## src/swmv_pkg.sv

```systemverilog
// Package for the sliding window mean / variance block.
// Types, register map and fixed field widths; no dependencies.
`default_nettype none
package swmv_pkg;

    localparam int MEAN_W     = 24;   // window_mean field
    localparam int VAR_W      = 39;   // window_variance field
    localparam int WLEN_W     = 7;    // window_length register
    localparam int WLEN_RESET = 16;
    localparam int PADDR_W    = 3;
    localparam int PDATA_W    = 32;

    localparam logic [PADDR_W-1:0] ADDR_WINDOW_LENGTH = 3'd0;

    typedef enum logic [2:0] {
        S_IDLE,
        S_SQ,
        S_ACC,
        S_MUL,
        S_MEAN_GO,
        S_MEAN_WAIT,
        S_VAR_WAIT,
        S_DONE
    } t_state;

    typedef struct packed {
        logic capture;     // latch incoming sample
        logic push;        // write history, square terms
        logic accum;       // update running sums
        logic mul;         // products for variance
        logic start_mean;  // launch divider on mean
        logic take_mean;   // store mean, launch divider on variance
        logic load_out;    // move results to output register
    } t_cmd;

    typedef struct packed {
        logic div_done;
        logic out_free;
    } t_status;

endpackage
`default_nettype wire

```

## src/swmv_ctrl.sv

```systemverilog
// Controller FSM sequencing one sample through the datapath.
// Depends on swmv_pkg.
`default_nettype none
module swmv_ctrl (
    input  wire logic              i_clk,
    input  wire logic              i_rst_n,
    input  wire logic              i_valid,
    output logic                   o_ready,
    input  wire swmv_pkg::t_status i_status,
    output swmv_pkg::t_cmd         o_cmd
);
    swmv_pkg::t_state r_state, n_state;

    always_ff @(posedge i_clk) begin
        if (!i_rst_n) begin
            r_state <= swmv_pkg::S_IDLE;
        end else begin
            r_state <= n_state;
        end
    end

    always_comb begin
        n_state = r_state;
        o_cmd   = '0;
        o_ready = 1'b0;
        unique case (r_state)
            swmv_pkg::S_IDLE: begin
                o_ready = 1'b1;
                if (i_valid) begin
                    o_cmd.capture = 1'b1;
                    n_state = swmv_pkg::S_SQ;
                end
            end
            swmv_pkg::S_SQ: begin
                o_cmd.push = 1'b1;
                n_state = swmv_pkg::S_ACC;
            end
            swmv_pkg::S_ACC: begin
                o_cmd.accum = 1'b1;
                n_state = swmv_pkg::S_MUL;
            end
            swmv_pkg::S_MUL: begin
                o_cmd.mul = 1'b1;
                n_state = swmv_pkg::S_MEAN_GO;
            end
            swmv_pkg::S_MEAN_GO: begin
                o_cmd.start_mean = 1'b1;
                n_state = swmv_pkg::S_MEAN_WAIT;
            end
            swmv_pkg::S_MEAN_WAIT: begin
                if (i_status.div_done) begin
                    o_cmd.take_mean = 1'b1;
                    n_state = swmv_pkg::S_VAR_WAIT;
                end
            end
            swmv_pkg::S_VAR_WAIT: begin
                if (i_status.div_done) begin
                    n_state = swmv_pkg::S_DONE;
                end
            end
            swmv_pkg::S_DONE: begin
                if (i_status.out_free) begin
                    o_cmd.load_out = 1'b1;
                    n_state = swmv_pkg::S_IDLE;
                end
            end
            default: n_state = swmv_pkg::S_IDLE;
        endcase
    end
endmodule
`default_nettype wire

```

## config.mk

```make
export PLATFORM = sky130hd
export DESIGN_NAME = swmv_ctrl
export DESIGN_NICKNAME = d
export VERILOG_FILES = /design/src/swmv_pkg.sv /design/src/swmv_ctrl.sv
export SDC_FILE = /design/constraint.sdc
export NUM_CORES = 1
export LEC_CHECK = 0
export BUFFER_PORTS_ARGS = -buffer_cell sky130_fd_sc_hd__buf_4
export CAP_MARGIN = 40
export CORE_AREA = 10 10 47 49
export CTS_CLUSTER_SIZE = 24
export DETAILED_ROUTE_END_ITERATION = 8
export DIE_AREA = 0 0 57 59
export HOLD_SLACK_MARGIN = 0.03
export SLEW_MARGIN = 30
export SYNTH_ARGS = -nofsm -noshare
export SYNTH_HDL_FRONTEND = slang
export SYNTH_SLANG_ARGS = --single-unit
export TNS_END_PERCENT = 10
```

## constraint.sdc

```tcl
create_clock -name i_clk -period 1.5 [get_ports i_clk]
set_input_delay 0.15 -clock i_clk [delete_from_list [all_inputs] [get_ports i_clk]]
set_output_delay 0.15 -clock i_clk [all_outputs]
set_load 0.01 [all_outputs]
```

# After elaboration in Yosys (flattened, before gate mapping)
# Cells that the tools add are included.
# classes
mux	16
reduce_logical	2
n_eq_ne	11
# op_table
cell	count
$pmux W3 S8	1
$eq A3 B3 Y1 const B	4
$mux W3	4
$mux W1	11
$ne A2 B2 Y1 const B	4
$eq A3 B2 Y1 const B	2
$reduce_and A4 Y1	1
$eq A3 B1 Y1 const B	1
$logic_not A3 Y1	1
# word_totals
output_inout_bits	8
regBits	3
inputBits	5

# Longest topological paths before layout
# depth
word_depth	3
mapped_depth	4

# Worst setup path before layout
# OpenSTA, ideal clock, no wires.
# synth_timing
path_kind	register to output
from	register r_state[2]
to	output o_cmd[6] (netlist name)
path_stages_with_launch	4
t_required_ps	1350
arrival_ps	896
slack_ps	454
cell_sequence	dfxtp_1 > buf_6 > nor3_2 > and2_1
# synth_lines
element	line	text
start, declared	swmv_ctrl.sv:12	swmv_pkg::t_state r_state, n_state;
start signal, assigned	swmv_ctrl.sv:16	r_state <= swmv_pkg::S_IDLE;
start signal, assigned	swmv_ctrl.sv:18	r_state <= n_state;
end, declared	swmv_ctrl.sv:10	output swmv_pkg::t_cmd o_cmd

==> flow_metrics.tcl <==
set metrics [dict create \
    fmax_mhz 750 \
    endpoint_kind "output port" \
    finalCritPeriodShare_pct 88.9 \
    initialDrtViolationCount 5 \
    n_fill_cell 180 \
    rows 14 \
    clock-sinks 3 \
    nNetsFinal 50 \
    io_pins 13 \
    grt_usage_pct 4.23 \
    dominantRegCellSynth "dfxtp_1" \
    slew_viol_final 0 \
    tns_ps 0 \
    vias_per_cell 4.18 \
    cts_tree "built" \
    netlist_instances 31 \
    core_area_sq_um 1400 \
    grt_pass1_wl_microns 1150 \
    first_global_vias 267 \
    die_h_microns 59 \
    yosys-top-cells-count "3 x dfxtp_1, 3 x nand2_1, 3 x nor3_1, 3 x nor3b_1" \
    rrSetupSlack_ps 450 \
    holdBufCountCts 0 \
    dr.pass1.iters 2 \
    finalCriticalPeriod_ps 1330 \
    synth.area.top_cells "dfxtp_1 25%, buf_6 9.4%, nor3b_1 9.4%" \
    synth_top_area_share_pct 25.0 \
    dp_hpwl_microns 513 \
    max-cap-violations 0 \
    portBuffers 12 \
    die_x_microns 57 \
    min_path_cells 3 \
    syn_to_final_growth_pct 45.3 \
    start_util_pct 17.1 \
    arrival_ps 1180 \
    cts.htree.levels 1 \
    avgSynthCellArea_sq_um 7.75 \
    cts_setup_buffers 0 \
    layout-drive-gt1-share_pct 45.5 \
    ys_ff_latch 3 \
    min_to "r_state[0]" \
    antenna_cells 0 \
    cts_buffers 3 \
    ys_seq_area_share_pct 25.0 \
    critPathRequiredTime_ps 1350 \
    crit_chain "nand2_1 > nor2_1 > buf_4" \
    top_register "r_state" \
    pwr_density_cell_nw_per_um2 953 \
    num_vias 251 \
    largest_reg_flops 3 \
    clk_latency_ps 230 \
    synth_cell_types 19 \
    grt_remaining_overflow 0 \
    synthesis.nets 36 \
    worst_setup_path_start_kind "flip-flop" \
    dp_cells 56 \
    path_clk_slew_ps 40 \
    hold_path.class "in2reg" \
    clock_path_buffers 2 \
    min_from "i_rst_n" \
    ir_drop_mv 0.443 \
    worst-r2r-cell-count 3 \
    max_stage_delay_ps 500 \
    finalClockSkew_ps 0.158 \
    drcViolationCount 0 \
    crit_type "reg2out" \
    antenna_found_initial 0 \
    crit_fanout 8 \
    synth_edf_count 0 \
    wirelength_microns 677 \
    timing.hold.ws_ps 211 \
    wl_per_cell_microns 11.3 \
    async_flop_share_pct 0 \
    leakagePower_nw 0.154 \
    cpMaxStageDelayCell "dfxtp_1" \
    hold_violations 0 \
    yosys.area.top_type "dfxtp_1" \
    outcome "finished, final reports clean" \
    setup_viol 0 \
    slew-limit-headroom_pct 78.0 \
    cts-root-buf "clkbuf_4" \
    final_cells 60 \
    netlist_area_sq_um 240 \
    die_area_sq_um 3360 \
    reg2reg_to "r_state[1]" \
    routabilityCongestion 0.705 \
    grt_max_degree 13 \
    tightest_slew_ps 330 \
    drtAntennaViolNets 0 \
    rsz0062_at_grt "no" \
    top_regs "r_state x3" \
    yosys_warnings 0 \
    r2r_start "r_state[0]" \
]
==> metal layers <==
layer  vias up  share of wire (%)  global-route usage (%)
met5         -                  0                       0
met4         0                  0                    1.01
met3         0                 13                    3.43
met2        11                 36                    5.27
met1       107                 50                    5.34
li1        133                  -                       -
==> critical path, delay by kind of cell (launching register included) <==
family	cells	cell delay [ps]
buffers and inverters	1	150
DFF	1	500
and+or+nand+nor	2	290
==> layout by cell type, fill, tap and decap left out, drive strengths merged, types with 2 or more instances in the layout <==
cell type / instances
a21oi: 2
buf: 12
clkbuf: 4
dfxtp: 3
inv: 3
nand2: 3
nor2: 2
nor3: 4
nor3b: 3
==> metrics by stage <==
| step | util [%] | worst slack, ps | power, W | area [sq um] |
|---|---|---|---|---|
| floorplan | - | 454 | 0.000161 | 240 |
| global placement | 22.9 | 422 | 0.000192 | 320 |
| detailed placement | 22.9 | 359 | 0.000192 | 320 |
| CTS | 24.7 | 95.1 | 0.000343 | 347 |
| global route | 24.9 | 40.9 | 0.000365 | 349 |
| finish | 24.9 | 166 | 0.000333 | 349 |
==> final cells by class <==
cell class	count	area, sq um	area share [%]
flip-flops and latches	3	62.6	17.9
clock buffers	4	26.3	7.53
inverters	3	11.3	3.23
well taps	16	20.0	5.73
repair buffers	12	90.1	25.8
multi-input cells	22	139	39.8
==> what timing repair did <==
action,in CTS,in global routing
endpoints found under the setup margin,0,1
resized for setup,0,2
hold endpoints to repair,0,0
==> power breakdown <==
part	switching [W]	internal, W	leakage (nW)
Clock	0.0000421	0.0000997	0.0150
Combinational	0.0000359	0.0000478	0.113
Sequential	0.0000191	0.0000882	0.0255
Total	0.0000972	0.000236	0.154
==> worst max-delay path by stage <==
stage / start / to / slack [ps]
after detailed placement: r_state[2] / o_cmd[0] / 360
after floorplan: r_state[2] / o_cmd[6] / 450
after global placement: r_state[2] / o_cmd[0] / 420
final: r_state[0] / o_cmd[0] / 170
after CTS: r_state[2] / o_cmd[0] / 100
after global routing: r_state[0] / o_cmd[0] / 40
==> cell families (layout without fill, tap and decap cells) <==
family | count (synthesis) | count (layout) | synth area share [%]
AOI/OAI and AO/OA | 6 | 6 | 20.3
buffers and inverters | 6 | 19 | 17.2
DFF | 3 | 3 | 25.0
and+or+nand+nor | 16 | 16 | 37.5
(Power assumes the default switching activity.)
